<file path="src/hw/rtl/ffa_pkg.sv">
package ffa_pkg;

  localparam int WORD_W    = 16;
  localparam int WORD_BITS = 4;
  localparam int LEN_W     = 10;
  localparam int START_W   = 9;

  typedef enum logic [0:0] {
    CMD_ALLOC = 1'b0,
    CMD_FREE  = 1'b1
  } cmd_e;

  typedef enum logic [1:0] {
    ST_OK       = 2'd0,
    ST_BAD_LEN  = 2'd1,
    ST_NO_SPACE = 2'd2
  } status_e;

  typedef enum logic [2:0] {
    S_CLEAR,
    S_IDLE,
    S_SCAN,
    S_RD,
    S_WR,
    S_RESP
  } state_e;

  typedef struct packed {
    logic                 hit;
    logic [WORD_BITS-1:0] lane;
  } scan_hit_t;

endpackage

</file>
<file path="src/hw/rtl/ffa_if.sv">
interface ffa_req_if;
  logic                        valid;
  logic                        ready;
  ffa_pkg::cmd_e               command;
  logic [ffa_pkg::LEN_W-1:0]   run_length;
  logic [ffa_pkg::START_W-1:0] start_block;

  modport source (output valid, command, run_length, start_block, input ready);
  modport sink   (input valid, command, run_length, start_block, output ready);
endinterface

interface ffa_rsp_if;
  logic                        valid;
  logic                        ready;
  ffa_pkg::status_e            status;
  logic [ffa_pkg::START_W-1:0] granted_start;

  modport source (output valid, status, granted_start, input ready);
  modport sink   (input valid, status, granted_start, output ready);
endinterface

</file>
<file path="src/hw/rtl/ffa_map_ram.sv">
module ffa_map_ram #(
  parameter int DEPTH = 32,
  parameter int AW    = 5,
  parameter int W     = 16
) (
  input  logic         clk_i,
  input  logic         wr_en_i,
  input  logic [AW-1:0] wr_addr_i,
  input  logic [W-1:0]  wr_data_i,
  input  logic         rd_en_i,
  input  logic [AW-1:0] rd_addr_i,
  output logic [W-1:0]  rd_data_o
);

  logic [W-1:0] mem_q [DEPTH];
  logic [W-1:0] rd_data_q;

  always_ff @(posedge clk_i) begin
    if (wr_en_i) begin
      mem_q[wr_addr_i] <= wr_data_i;
    end
  end

  always_ff @(posedge clk_i) begin
    if (rd_en_i) begin
      rd_data_q <= mem_q[rd_addr_i];
    end
  end

  assign rd_data_o = rd_data_q;

endmodule

</file>
<file path="src/hw/rtl/ffa_word_scan.sv">
module ffa_word_scan #(
  parameter int NUM_BLOCKS = 512,
  parameter int WaW        = 5,
  parameter int Rw         = 10
) (
  input  logic [ffa_pkg::WORD_W-1:0] word_i,
  input  logic [WaW-1:0]             addr_i,
  input  logic [Rw-1:0]              carry_i,
  input  logic [Rw-1:0]              len_i,
  output ffa_pkg::scan_hit_t         hit_o,
  output logic [Rw-1:0]              carry_o
);

  logic [ffa_pkg::WORD_W-1:0] used;
  logic [Rw-1:0]              run [ffa_pkg::WORD_W];
  logic [ffa_pkg::WORD_W-1:0] hitv;
  logic                       pf;
  logic [ffa_pkg::WORD_BITS-1:0] hu;

  always_comb begin
    for (int b = 0; b < ffa_pkg::WORD_W; b++) begin
      used[b] = word_i[b] |
                ({1'b0, addr_i, ffa_pkg::WORD_BITS'(b)} >= Rw'(NUM_BLOCKS));
    end
  end

  always_comb begin
    for (int j = 0; j < ffa_pkg::WORD_W; j++) begin
      pf = 1'b1;
      hu = '0;
      for (int b = 0; b < ffa_pkg::WORD_W; b++) begin
        if (b <= j && used[b]) begin
          pf = 1'b0;
          hu = ffa_pkg::WORD_BITS'(b);
        end
      end
      run[j]  = pf ? (carry_i + Rw'(j + 1)) : (Rw'(j) - Rw'(hu));
      hitv[j] = (run[j] >= len_i);
    end
  end

  always_comb begin
    hit_o.hit  = |hitv;
    hit_o.lane = '0;
    for (int j = ffa_pkg::WORD_W - 1; j >= 0; j--) begin
      if (hitv[j]) begin
        hit_o.lane = ffa_pkg::WORD_BITS'(j);
      end
    end
  end

  assign carry_o = run[ffa_pkg::WORD_W-1];

endmodule

</file>
<file path="src/hw/rtl/first_fit_extent_allocator_unit.sv">
// First-fit extent allocator over a free map of NUM_BLOCKS blocks.
// req_i (valid/ready) carries command, run_length and start_block; rsp_o
// (valid/ready) returns one transaction per request: status and granted_start.
// Allocate takes the lowest start whose whole run is free and marks it used;
// free clears a run, clipped at the end of the map.
// The map lives in a RAM of 16-bit words, one read and one write port.
// After reset a clearing pass writes zero to every map word, with req_i.ready
// low. Allocate: accept, scan one map word at a time up to the word where the
// run ends (or the last word if no run fits), then read and write back each
// marked word, then respond. Free: accept, read and write back each word
// touched, then respond.
// Bad lengths and empty frees go straight from accept to the response.
// The rate is set by the single RAM read port feeding the word scan
// unit, one word per cycle, and the read-modify-write of each marked word.
// One request is in flight at a time; a new request is accepted while the
// previous response still waits in the output register. If the receiver
// stalls, the next response waits in the sequencer until the register frees.
module first_fit_extent_allocator_unit #(
  parameter int NUM_BLOCKS = 512
) (
  input  logic         clk_i,
  input  logic         rst_ni,
  ffa_req_if.sink      req_i,
  ffa_rsp_if.source    rsp_o
);

  localparam int NumWords = (NUM_BLOCKS + ffa_pkg::WORD_W - 1) / ffa_pkg::WORD_W;
  localparam int WaW      = (NumWords > 1) ? $clog2(NumWords) : 1;
  localparam int Iw       = WaW + ffa_pkg::WORD_BITS;
  localparam int Rw       = Iw + 1;
  localparam int Sw       = (Rw > 11) ? Rw + 1 : 12;
  localparam logic [WaW-1:0] LastWord = WaW'(NumWords - 1);
  localparam logic [Sw-1:0]  NbS      = Sw'(NUM_BLOCKS);

  localparam int Wb = ffa_pkg::WORD_BITS;
  localparam int Ww = ffa_pkg::WORD_W;

  ffa_pkg::state_e  state_q, state_d;
  ffa_pkg::cmd_e    cmd_q, cmd_d;
  logic [Rw-1:0]    len_q, len_d;
  logic [WaW-1:0]   ex_q, ex_d;
  logic [Rw-1:0]    carry_q, carry_d;
  logic [Iw-1:0]    lo_q, lo_d;
  logic [Iw-1:0]    hi_q, hi_d;
  logic [WaW-1:0]   w_q, w_d;
  ffa_pkg::status_e st_q, st_d;
  logic [ffa_pkg::START_W-1:0] gs_q, gs_d;
  logic             out_valid_q, out_valid_d;
  ffa_pkg::status_e out_st_q, out_st_d;
  logic [ffa_pkg::START_W-1:0] out_gs_q, out_gs_d;

  logic             ram_we, ram_re;
  logic [WaW-1:0]   ram_wa, ram_ra;
  logic [Ww-1:0]    ram_wd, ram_rd;

  ffa_pkg::scan_hit_t scan_hit;
  logic [Rw-1:0]    scan_carry;

  logic             accept;
  logic             alloc_bad, free_none;
  logic [Sw-1:0]    fr_start_s, fr_end_s, fr_top_s;
  logic [Iw-1:0]    fr_lo, fr_hi;
  logic [Iw-1:0]    hit_end;
  logic [Rw-1:0]    hit_start_r;
  logic [Iw-1:0]    hit_start;
  logic [WaW-1:0]   lo_w, hi_w;
  logic [Ww-1:0]    lmask, umask, mask;
  logic             out_free;

  ffa_map_ram #(
    .DEPTH (NumWords),
    .AW    (WaW),
    .W     (Ww)
  ) u_ram (
    .clk_i     (clk_i),
    .wr_en_i   (ram_we),
    .wr_addr_i (ram_wa),
    .wr_data_i (ram_wd),
    .rd_en_i   (ram_re),
    .rd_addr_i (ram_ra),
    .rd_data_o (ram_rd)
  );

  ffa_word_scan #(
    .NUM_BLOCKS (NUM_BLOCKS),
    .WaW        (WaW),
    .Rw         (Rw)
  ) u_scan (
    .word_i  (ram_rd),
    .addr_i  (ex_q),
    .carry_i (carry_q),
    .len_i   (len_q),
    .hit_o   (scan_hit),
    .carry_o (scan_carry)
  );

  assign req_i.ready = (state_q == ffa_pkg::S_IDLE);
  assign accept      = req_i.valid && req_i.ready;
  assign out_free    = !out_valid_q || rsp_o.ready;

  assign alloc_bad  = (req_i.run_length == '0) || (Sw'(req_i.run_length) > NbS);
  assign fr_start_s = Sw'(req_i.start_block);
  assign fr_end_s   = fr_start_s + Sw'(req_i.run_length);
  assign fr_top_s   = (fr_end_s > NbS) ? NbS : fr_end_s;
  assign free_none  = (fr_start_s >= NbS) || (req_i.run_length == '0);
  assign fr_lo      = Iw'(fr_start_s);
  assign fr_hi      = Iw'(fr_top_s - Sw'(1));

  assign hit_end     = {ex_q, scan_hit.lane};
  assign hit_start_r = {1'b0, hit_end} + Rw'(1) - len_q;
  assign hit_start   = Iw'(hit_start_r);

  assign lo_w  = lo_q[Iw-1:Wb];
  assign hi_w  = hi_q[Iw-1:Wb];
  assign lmask = (w_q == lo_w) ? ({Ww{1'b1}} << lo_q[Wb-1:0]) : {Ww{1'b1}};
  assign umask = (w_q == hi_w) ? ({Ww{1'b1}} >> (Wb'(Ww - 1) - hi_q[Wb-1:0]))
                               : {Ww{1'b1}};
  assign mask  = lmask & umask;

  always_comb begin
    state_d = state_q;
    unique case (state_q)
      ffa_pkg::S_CLEAR: begin
        if (w_q == LastWord) state_d = ffa_pkg::S_IDLE;
      end
      ffa_pkg::S_IDLE: begin
        if (accept) begin
          if (req_i.command == ffa_pkg::CMD_ALLOC) begin
            state_d = alloc_bad ? ffa_pkg::S_RESP : ffa_pkg::S_SCAN;
          end else begin
            state_d = free_none ? ffa_pkg::S_RESP : ffa_pkg::S_RD;
          end
        end
      end
      ffa_pkg::S_SCAN: begin
        if (scan_hit.hit) begin
          state_d = ffa_pkg::S_RD;
        end else if (ex_q == LastWord) begin
          state_d = ffa_pkg::S_RESP;
        end
      end
      ffa_pkg::S_RD: state_d = ffa_pkg::S_WR;
      ffa_pkg::S_WR: begin
        state_d = (w_q == hi_w) ? ffa_pkg::S_RESP : ffa_pkg::S_RD;
      end
      ffa_pkg::S_RESP: begin
        if (out_free) state_d = ffa_pkg::S_IDLE;
      end
      default: state_d = ffa_pkg::S_IDLE;
    endcase
  end

  always_comb begin
    cmd_d       = cmd_q;
    len_d       = len_q;
    ex_d        = ex_q;
    carry_d     = carry_q;
    lo_d        = lo_q;
    hi_d        = hi_q;
    w_d         = w_q;
    st_d        = st_q;
    gs_d        = gs_q;
    out_valid_d = out_valid_q && !rsp_o.ready;
    out_st_d    = out_st_q;
    out_gs_d    = out_gs_q;
    ram_we      = 1'b0;
    ram_wa      = w_q;
    ram_wd      = '0;
    ram_re      = 1'b0;
    ram_ra      = w_q;
    unique case (state_q)
      ffa_pkg::S_CLEAR: begin
        ram_we = 1'b1;
        w_d    = (w_q == LastWord) ? '0 : w_q + WaW'(1);
      end
      ffa_pkg::S_IDLE: begin
        if (accept) begin
          cmd_d = req_i.command;
          st_d  = ffa_pkg::ST_OK;
          gs_d  = '0;
          if (req_i.command == ffa_pkg::CMD_ALLOC) begin
            if (alloc_bad) begin
              st_d = ffa_pkg::ST_BAD_LEN;
            end else begin
              len_d   = Rw'(req_i.run_length);
              ram_re  = 1'b1;
              ram_ra  = '0;
              ex_d    = '0;
              carry_d = '0;
            end
          end else if (!free_none) begin
            lo_d = fr_lo;
            hi_d = fr_hi;
            w_d  = fr_lo[Iw-1:Wb];
          end
        end
      end
      ffa_pkg::S_SCAN: begin
        if (scan_hit.hit) begin
          lo_d = hit_start;
          hi_d = hit_end;
          w_d  = hit_start[Iw-1:Wb];
          gs_d = ffa_pkg::START_W'(hit_start);
        end else if (ex_q != LastWord) begin
          ram_re  = 1'b1;
          ram_ra  = ex_q + WaW'(1);
          ex_d    = ex_q + WaW'(1);
          carry_d = scan_carry;
        end else begin
          st_d = ffa_pkg::ST_NO_SPACE;
        end
      end
      ffa_pkg::S_RD: begin
        ram_re = 1'b1;
      end
      ffa_pkg::S_WR: begin
        ram_we = 1'b1;
        ram_wd = (cmd_q == ffa_pkg::CMD_ALLOC) ? (ram_rd | mask) : (ram_rd & ~mask);
        w_d    = (w_q == LastWord) ? '0 : w_q + WaW'(1);
      end
      ffa_pkg::S_RESP: begin
        if (out_free) begin
          out_valid_d = 1'b1;
          out_st_d    = st_q;
          out_gs_d    = gs_q;
        end
      end
      default: begin
      end
    endcase
  end

  always_ff @(posedge clk_i or negedge rst_ni) begin
    if (!rst_ni) begin
      state_q     <= ffa_pkg::S_CLEAR;
      w_q         <= '0;
      out_valid_q <= 1'b0;
    end else begin
      state_q     <= state_d;
      w_q         <= w_d;
      out_valid_q <= out_valid_d;
    end
  end

  always_ff @(posedge clk_i) begin
    cmd_q    <= cmd_d;
    len_q    <= len_d;
    ex_q     <= ex_d;
    carry_q  <= carry_d;
    lo_q     <= lo_d;
    hi_q     <= hi_d;
    st_q     <= st_d;
    gs_q     <= gs_d;
    out_st_q <= out_st_d;
    out_gs_q <= out_gs_d;
  end

  assign rsp_o.valid         = out_valid_q;
  assign rsp_o.status        = out_st_q;
  assign rsp_o.granted_start = out_gs_q;

endmodule

</file>
<file path="src/flat_wrapper.sv">
// flat-port wrapper written by rule: the top's interface ports become plain ports
module first_fit_extent_allocator_unit_flat 
#(
  parameter int NUM_BLOCKS = 512
)
  (clk_i, rst_ni, req_i_valid, req_i_command, req_i_run_length, req_i_start_block, req_i_ready, rsp_o_valid, rsp_o_status, rsp_o_granted_start, rsp_o_ready);
  ffa_req_if req_i_i ();
  ffa_rsp_if rsp_o_i ();
  input  logic clk_i;
  input  logic rst_ni;
  input wire logic [$bits(req_i_i.valid)-1:0] req_i_valid;
  input wire logic [$bits(req_i_i.command)-1:0] req_i_command;
  input wire logic [$bits(req_i_i.run_length)-1:0] req_i_run_length;
  input wire logic [$bits(req_i_i.start_block)-1:0] req_i_start_block;
  output wire logic [$bits(req_i_i.ready)-1:0] req_i_ready;
  output wire logic [$bits(rsp_o_i.valid)-1:0] rsp_o_valid;
  output wire logic [$bits(rsp_o_i.status)-1:0] rsp_o_status;
  output wire logic [$bits(rsp_o_i.granted_start)-1:0] rsp_o_granted_start;
  input wire logic [$bits(rsp_o_i.ready)-1:0] rsp_o_ready;
  assign req_i_i.valid = req_i_valid;
  assign req_i_i.command = req_i_command;
  assign req_i_i.run_length = req_i_run_length;
  assign req_i_i.start_block = req_i_start_block;
  assign req_i_ready = req_i_i.ready;
  assign rsp_o_valid = rsp_o_i.valid;
  assign rsp_o_status = rsp_o_i.status;
  assign rsp_o_granted_start = rsp_o_i.granted_start;
  assign rsp_o_i.ready = rsp_o_ready;
  first_fit_extent_allocator_unit #(.NUM_BLOCKS(NUM_BLOCKS)) u_core (.clk_i(clk_i), .rst_ni(rst_ni), .req_i(req_i_i), .rsp_o(rsp_o_i));
endmodule
</file>
<file path="config.mk">
export PLATFORM = sky130hd
export DESIGN_NAME = first_fit_extent_allocator_unit_flat
export DESIGN_NICKNAME = d
export VERILOG_FILES = /design/src/hw/rtl/ffa_pkg.sv /design/src/hw/rtl/ffa_if.sv /design/src/hw/rtl/ffa_map_ram.sv /design/src/hw/rtl/ffa_word_scan.sv /design/src/hw/rtl/first_fit_extent_allocator_unit.sv /design/src/flat_wrapper.sv
export SDC_FILE = /design/constraint.sdc
export NUM_CORES = 1
export LEC_CHECK = 0
export BUFFER_PORTS_ARGS = -buffer_cell sky130_fd_sc_hd__buf_2
export CAP_MARGIN = 10
export CORE_AREA = 4 4 259 261
export CTS_CLUSTER_SIZE = 30
export DETAILED_ROUTE_END_ITERATION = 16
export DIE_AREA = 0 0 263 265
export PLACE_DENSITY = 0.67
export SLEW_MARGIN = 30
export SYNTH_ARGS = -nofsm -noshare
export SYNTH_HDL_FRONTEND = slang
export SYNTH_SLANG_ARGS = --single-unit
</file>
<file path="constraint.sdc">
create_clock -name clk_i -period 10.75 [get_ports clk_i]
set_input_delay 0.5375 -clock clk_i [delete_from_list [all_inputs] [get_ports clk_i]]
set_output_delay 0.5375 -clock clk_i [all_outputs]
set_load 0.02 [all_outputs]
</file>
Word-level counts from Yosys, hierarchy flattened --
Memory sizes are Yosys's and may differ from the RTL's. A register that Yosys moved wholly into a read port is not among the register bits. Cells that the tools add are included. Widths: inputs -> output; s select.
Cells by class: muxes and demuxes 131, magnitude comparators 19, bitwise operators 6, equal/unequal tests 22, add/sub/neg operators 38, reductions and logical operators 22, shifts and indexed selects 2
Operators by type and width (count):
- $mux 10 | 21
- $ge 10x10->1 | 16
- $mux 4 | 30
- $mux 9 | 10
- $add 10x4->10 const B | 8
- $mux 5 | 15
- $mux 16 | 4
- $pmux 9 s2 | 3
- $add 10x3->10 const B | 4
- $sub 4x4->5 const A | 8
- $and 16x16->16 | 2
- $mux 1 | 28
- $mux 3 | 9
- $add 10x2->10 const B | 2
- $pmux 10 s2 | 1
- $pmux 5 s2 | 2
- $sub 3x4->5 const A | 4
- $pmux 3 s6 | 1
- $not 16->16 | 1
- $or 16x16->16 | 1
- $reduce_or 16->1 | 1
- $shl 16x4->16 const A | 1
- $shr 16x4->16 const A | 1
- $pmux 5 s3 | 1
- other kinds (39) | 66
Word-level totals: flip-flop bits (word level) 75, memory bits (writable) 512, output and inout port bits 13, memories 1
Memories:
- u_core.u_ram.mem_q | depth 32, width 16, rd ports 1, clocked after memory_dff 1, wr ports 1, RTL line ffa_map_ram.sv:15 | logic [W-1:0] mem_q [DEPTH];

Longest topological paths before layout --
depth in word-level cells 38, mapped depth 39

Cells and area by module --
Synthesis repeated with hierarchy kept, for this count alone.
Second synthesis, totals: cells, all modules 2612, area total of the unflattened synthesis 32424.8 um2
By module, submodules not included:
- ffa_map_ram | area an instance 20694.8 um2, seq. area each 15855.2 um2, instances 1, cells an instance 1143
- ffa_word_scan | area an instance 6791.5 um2, seq. area each 0.0 um2, instances 1, cells an instance 975
- first_fit_extent_allocator_unit | area an instance 4938.5 um2, seq. area each 2207.1 um2, instances 1, cells an instance 494

Worst setup path before layout --
No wires, ideal clock.
kind reg-to-reg, start point reg u_core.u_ram.rd_data_q[5], in the netlist u_core.u_ram.rd_data_o[5], read port of u_core.u_ram.mem_q, end point reg u_core.w_q[3], in the netlist u_core.ram_wa[3], required time 10629 ps, slack 4520 ps, setup time 121 ps, arrival 6109 ps, stages on the path, launching flop included 35, period minus slack after synthesis 6230 ps, cell sequence edfxtp_1 -> clkbuf_1 -> or2_2 -> clkbuf_1 -> nor3_1 -> nand2_1 -> clkbuf_1 -> nor3_1 -> nand2_1 -> a22oi_1 -> nor2_1 -> ha_1 -> a41oi_1 -> o31ai_1 -> o211a_1 -> o21bai_1 -> a21bo_2 -> a21o_1 -> a21bo_2 -> nand2_1 -> a21bo_2 -> a21boi_0 -> nor2b_1 -> ha_1 -> ha_1 -> fa_1 -> a21o_1 -> a21o_1 -> a21oi_1 -> nor2_1 -> nor2_1 -> xnor2_1 -> nand2_1 -> o211ai_1 -> a22o_1
On the way: word-level cells in the longest chain between the ends 34, elaborated cells between the ends (all ways) 78, those cells by class add/sub (13); order compare (11); eq/ne (1); mux (51); reduce/logical (2)
RTL lines:
- start, declared | RTL line ffa_map_ram.sv:16 | logic [W-1:0] rd_data_q;
- $mux 4 (11 in a row) | RTL line ffa_word_scan.sv:32 | if (b <= j && used[b]) begin
- $sub 4x4->5 | RTL line ffa_word_scan.sv:37 | run[j] = pf ? (carry_i + Rw'(j + 1)) : (Rw'(j) - Rw'(hu));
- $mux 10 (*) | RTL line ffa_word_scan.sv:37
- named net u_core.scan_carry[2] | RTL line first_fit_extent_allocator_unit.sv:57 | logic [Rw-1:0] scan_carry;
- $ge 10x10->1 (*) | RTL line ffa_word_scan.sv:38 | hitv[j] = (run[j] >= len_i);
- $mux 4 (16 in a row) | RTL line ffa_word_scan.sv:46 | if (hitv[j]) begin
- $add 9x1->9 | RTL line first_fit_extent_allocator_unit.sv:110 | assign hit_start_r = {1'b0, hit_end} + Rw'(1) - len_q;
- $sub 9x9->9 | RTL line first_fit_extent_allocator_unit.sv:110
- $mux 5 | RTL line first_fit_extent_allocator_unit.sv:199 | if (scan_hit.hit) begin
- $pmux 5 s3 | RTL line first_fit_extent_allocator_unit.sv:171 | unique case (state_q)
- end signal, assigned | RTL line first_fit_extent_allocator_unit.sv:240 | w_q <= w_d;
- end, declared | RTL line first_fit_extent_allocator_unit.sv:45 | logic [WaW-1:0] w_q, w_d;
Mark *: on every way through the listed nets, which the timed path passes. The rest lies on a longest branch. The select of a mux whose other input is x is not followed. A chain may end at the register's enable or synchronous reset.

Worst setup path after layout --
start point reg u_core.u_ram.rd_data_q[5], in the netlist u_core.u_ram.rd_data_o[5], read port of u_core.u_ram.mem_q, end point reg u_core.u_ram.rd_data_q[11], in the netlist u_core.u_ram.rd_data_o[11], read port of u_core.u_ram.mem_q (data pin)
On the way: word-level cells in the longest chain between the ends 17, elaborated cells between the ends (all ways) 60, those cells by class add/sub (11); order compare (11); mux (37); reduce/logical (1)
RTL lines:
- $mux 4 (11 in a row) | RTL line ffa_word_scan.sv:32
- $sub 4x4->5 | RTL line ffa_word_scan.sv:37
- $mux 10 (*) | RTL line ffa_word_scan.sv:37
- named net u_core.scan_carry[2] | RTL line first_fit_extent_allocator_unit.sv:57
- $ge 10x10->1 (*) | RTL line ffa_word_scan.sv:38
- $reduce_or 16->1 (*) | RTL line ffa_word_scan.sv:43 | hit_o.hit = |hitv;
- $mux 1 or $mux 5 (tied branches) | RTL line first_fit_extent_allocator_unit.sv:199
- $pmux 1 s3 or $pmux 5 s2 (tied branches) | RTL line first_fit_extent_allocator_unit.sv:171
Mark *: on every way through the listed nets, which the timed path passes. The rest lies on a longest branch.

==> flow_metrics.env <==
export IMPL_clock_fmax_ghz=0.118
export IMPL_die_area_um2=69700
export IMPL_critical_path_arrival_ps=8800
export IMPL_worst_pin_slew_ps=960
export IMPL_yosysWarningCount=0
export IMPL_synth_seq_cells=603
export IMPL_power_frac_comb=0.437
export IMPL_antenna_found_initial=1
export IMPL_antenna_cells=0
export IMPL_setup_tns_ps=0
export IMPL_totalWireLength_um=88600
export IMPL_timing_final_setup_violations=0
export IMPL_initial_utilization=0.499
export IMPL_switching_share=0.391
export IMPL_combined_global_route_utilization_of_all_metal_layers=0.248
export IMPL_vias=21385
export IMPL_power_density_nw_per_um2=257
export IMPL_drv_slew=0
export IMPL_cts_setup_buffers=0
export IMPL_cts_max_path_buffers=3
export IMPL_synth_mux_area_fraction=0.101
export IMPL_place_port_buffers=36
export IMPL_final_layout_size_suffix_gt1_frac=0.117
export IMPL_synthXorXnorAreaFrac=0.0349
export IMPL_endpoint_kind="flop"
export IMPL_run_status="finished, final reports clean"
export IMPL_power_frac_seq=0.345
export IMPL_hold_class="in -> reg"
export IMPL_synth_cells=2537
export IMPL_skew_ps=76.7
export IMPL_tritoncts="built"
export IMPL_critical_path_max_stage_delay_ps=700
export IMPL_synth_area_um2=32200
export IMPL_critical_path_class="reg -> reg"
export IMPL_utilization=0.550
export IMPL_dieHeight_um=265
export IMPL_area_growth_pct=10.3
export IMPL_routabilityCongestion=0.904
export IMPL_grt_start_max_net_pins=83
export IMPL_synth_top_flop_cell="edfxtp_1"
export IMPL_internal_power_uw=5560
export IMPL_distinct_cell_type_count_after_synthesis=80
export IMPL_die_width_um=263
export IMPL_grt_pass1_vias=21171
export IMPL_total_leakage_power_uw=0.0133
export IMPL_viasPerCell=6.12
export IMPL_design_core_area_um2=64500
export IMPL_global_route_wire_length_before_repair_um=133000
export IMPL_total_switching_power_uw=3560
export IMPL_synth_largest_type_area_fraction=0.555
export IMPL_worstPathMaxFanout=82
export IMPL_hold_slack_final_ps=115
export IMPL_mostFrequentLayoutCell="edfxtp_1"
export IMPL_pwr_share_clk=0.217
export IMPL_ff_latch_area_um2=18100
export IMPL_cts_buffers_inserted=60
export IMPL_clock_tree_htree_level_count=2
export IMPL_drt_first_iter_violations=2188
export IMPL_synth_area_leader_cell="edfxtp_1"
export IMPL_synth_top_family_by_area="multiplexers"
export IMPL_final_layout_fill_cell_count=5311
export IMPL_post_synth_net_total=2781
export IMPL_synth_simple_gate_area_frac=0.0906
export IMPL_cap_violations=0
export IMPL_routed_wire_length_per_instance_um=25.4
export IMPL_nets=2836
export IMPL_rows=93
export IMPL_nature_of_the_critical_path_startpoint="flop"
export IMPL_period_minus_slack_ps=8470
export IMPL_vdd_drop_max_mv=0.270
export IMPL_synth_enable_flop_cells=594
export IMPL_grt_total_ovfl=0
export IMPL_yosysSeqAreaShare=0.562
export IMPL_clk_latency_worst_skew_pair_ps=650
export IMPL_detailedPlacementHpwl_um=58800
export IMPL_footprint_of_the_multi_input_gates_um2=13400
export IMPL_cts_sinks=603
export IMPL_fin_crit_sh=0.788
export IMPL_detailedRoute_firstPassIterationCount=6
export IMPL_yosys_area_share_adder=0.0861
export IMPL_finalHoldViolCount=0
export IMPL_synthArstFlopShare=0.0149
export IMPL_cts_reportedPaths_clkPinSlew_ps=60
export IMPL_required_ps=11080
export IMPL_critical_path_slowest_cell="nor3_1"
export IMPL_synth_compound_area_frac=0.101
export IMPL_layout_common_cells="594 x edfxtp_1, 267 x mux2i_1, 229 x nor2_1"
export IMPL_timing_critical_path_cells="or2_2 -> nor3_1 -> nand2_1 -> buf_4 -> nor3_1 -> nand2_1 -> a22oi_1 -> nor2_1 -> ha_1 -> a41oi_1 -> o31ai_1 -> nand4bb_1 -> or3_4 -> nor4_4 -> a21oi_2 -> a21oi_4 -> buf_12 -> mux2i_1 -> mux2i_1 -> o22ai_1 -> and4bb_1"
export IMPL_ant_nets=0
export IMPL_synthTopCellsByArea="edfxtp_1 55%, ha_1 8.5%, mux2i_1 8.3%"
export IMPL_avgSynthCellArea_um2=12.7
export IMPL_detail_route_drc_violations=0
export IMPL_slew_headroom=0.360
export IMPL_cts_root_buffer_cell="clkbuf_16"
export IMPL_rsz0062_at_grt="no"
export IMPL_top_level_ports=37
final timing paths:
check | startpoint | end | slack, ps | cells after the start
min in group asynchronous | rst_ni | u_core.state_q[0] | 280 | 2
worst max-delay path | u_core.u_ram.rd_data_o[5] | u_core.u_ram.rd_data_o[11] | 2280 | 21
worst min-delay path | req_i_run_length[0] | u_core.len_q[0] | 110 | 1
worst max register to register | u_core.u_ram.rd_data_o[5] | u_core.u_ram.rd_data_o[11] | 2280 | 21
worst min register to register | u_core.gs_q[5] | u_core.rsp_o.granted_start[5] | 420 | 0
max in group asynchronous | rst_ni | u_core.ram_wa[2] | 10280 | 2
power groups by stage:
stage | clock [uW] | combinational [uW] | sequential [uW]
floorplan | 0 | 2940 | 3020
global placement | 0 | 3880 | 3180
detailed placement | 0 | 3960 | 3180
CTS | 2010 | 3980 | 3130
global route | 2120 | 4320 | 3160
finish | 1980 | 3990 | 3150
registers in the layout, indices dropped and copies added (netlist names), 9 cells and up:
signal,cells
u_core.rsp_o.granted_start,9
u_core.lo_q,9
u_core.hi_q,9
u_core.carry_q,10
u_core.gs_q,9
u_core.len_q,10
u_core.u_ram.mem_q,512
u_core.u_ram.rd_data_o,16
logic make-up (layout without fill, tap and decap cells):
family | after synthesis | in the layout
adders and majority gates | 220 | 220
and+or+nand+nor | 594 | 594
buffers and inverters | 182 | 284
xor gates and xnor gates | 128 | 128
muxes | 319 | 319
DFF | 603 | 603
AOI/OAI and AO/OA | 491 | 491
repair_timing:
item                                   in CTS  in global routing
hold buffers                                1                  0
gates resized for setup                     0                  0
endpoints found under the hold margin       9                  0
per-stage QoR:
step / setup WS (ps) / cells / cell area (um2) / power, uW
2_1_floorplan: 4520 / 2537 / 32200 / 5960
3_3_place_gp: 1880 / 3384 / 33600 / 7060
3_5_place_dp: 2010 / 3384 / 33600 / 7140
4_1_cts: 2050 / 3494 / 35500 / 9130
5_1_grt: 1860 / 3494 / 35500 / 9610
6_report: 2280 / 3494 / 35500 / 9120
cell type report:
cell class / instances / area share
Clock buffer: 67 / 0.0431
Clock inverter: 42 / 0.00959
Inverter: 53 / 0.00561
Multi-Input combinational cell: 1752 / 0.379
Sequential cell: 603 / 0.509
Tap cell: 855 / 0.0302
Timing Repair Buffer: 122 / 0.0237
per-layer routing:
layer | GRT usage | share of wire | vias to the layer above | wire, um
li1 | - | - | 9712 | -
met1 | 0.332 | 0.42 | 10624 | 37100
met2 | 0.411 | 0.47 | 850 | 41900
met3 | 0.0351 | 0.066 | 197 | 5860
met4 | 0.0993 | 0.042 | 2 | 3740
met5 | 0 | 0.00016 | - | 14
synth_stat cells, types with 6 or more instances:
cell type / instances
a21o_1: 36
a211oi_1: 29
buf_4: 19
ha_1: 218
buf_2: 23
a211o_1: 7
nand2b_1: 36
o21a_1: 10
a32o_1: 16
o22ai_1: 40
a21oi_1: 122
edfxtp_1: 594
o21ai_0: 100
nor2_1: 244
and4bb_1: 16
mux2i_1: 267
buf_1: 7
a221oi_1: 6
o211ai_1: 6
inv_1: 52
or2_2: 11
xor2_1: 51
nand3b_1: 6
and4_1: 7
nand4_1: 16
and2_1: 10
clkbuf_1: 77
a31oi_1: 16
xnor2_1: 77
and3_1: 6
nand2_1: 117
or3_1: 24
dfrtp_1: 9
nor2b_1: 23
o2bb2ai_1: 48
mux2_2: 52
nor3_1: 31
nand3_1: 23
critical path: cells and delay by family (launching register included):
| family | cells | cell delay [ps] |
|---|---|---|
| AO/OA/AOI/OAI | 6 | 1940 |
| adder cells (fa/ha/maj) | 1 | 300 |
| buffers and inverters | 2 | 760 |
| flip-flops | 1 | 660 |
| multiplexers | 2 | 420 |
| AND/OR/NAND/NOR | 10 | 3950 |
Power figures use the tool's default switching activity.
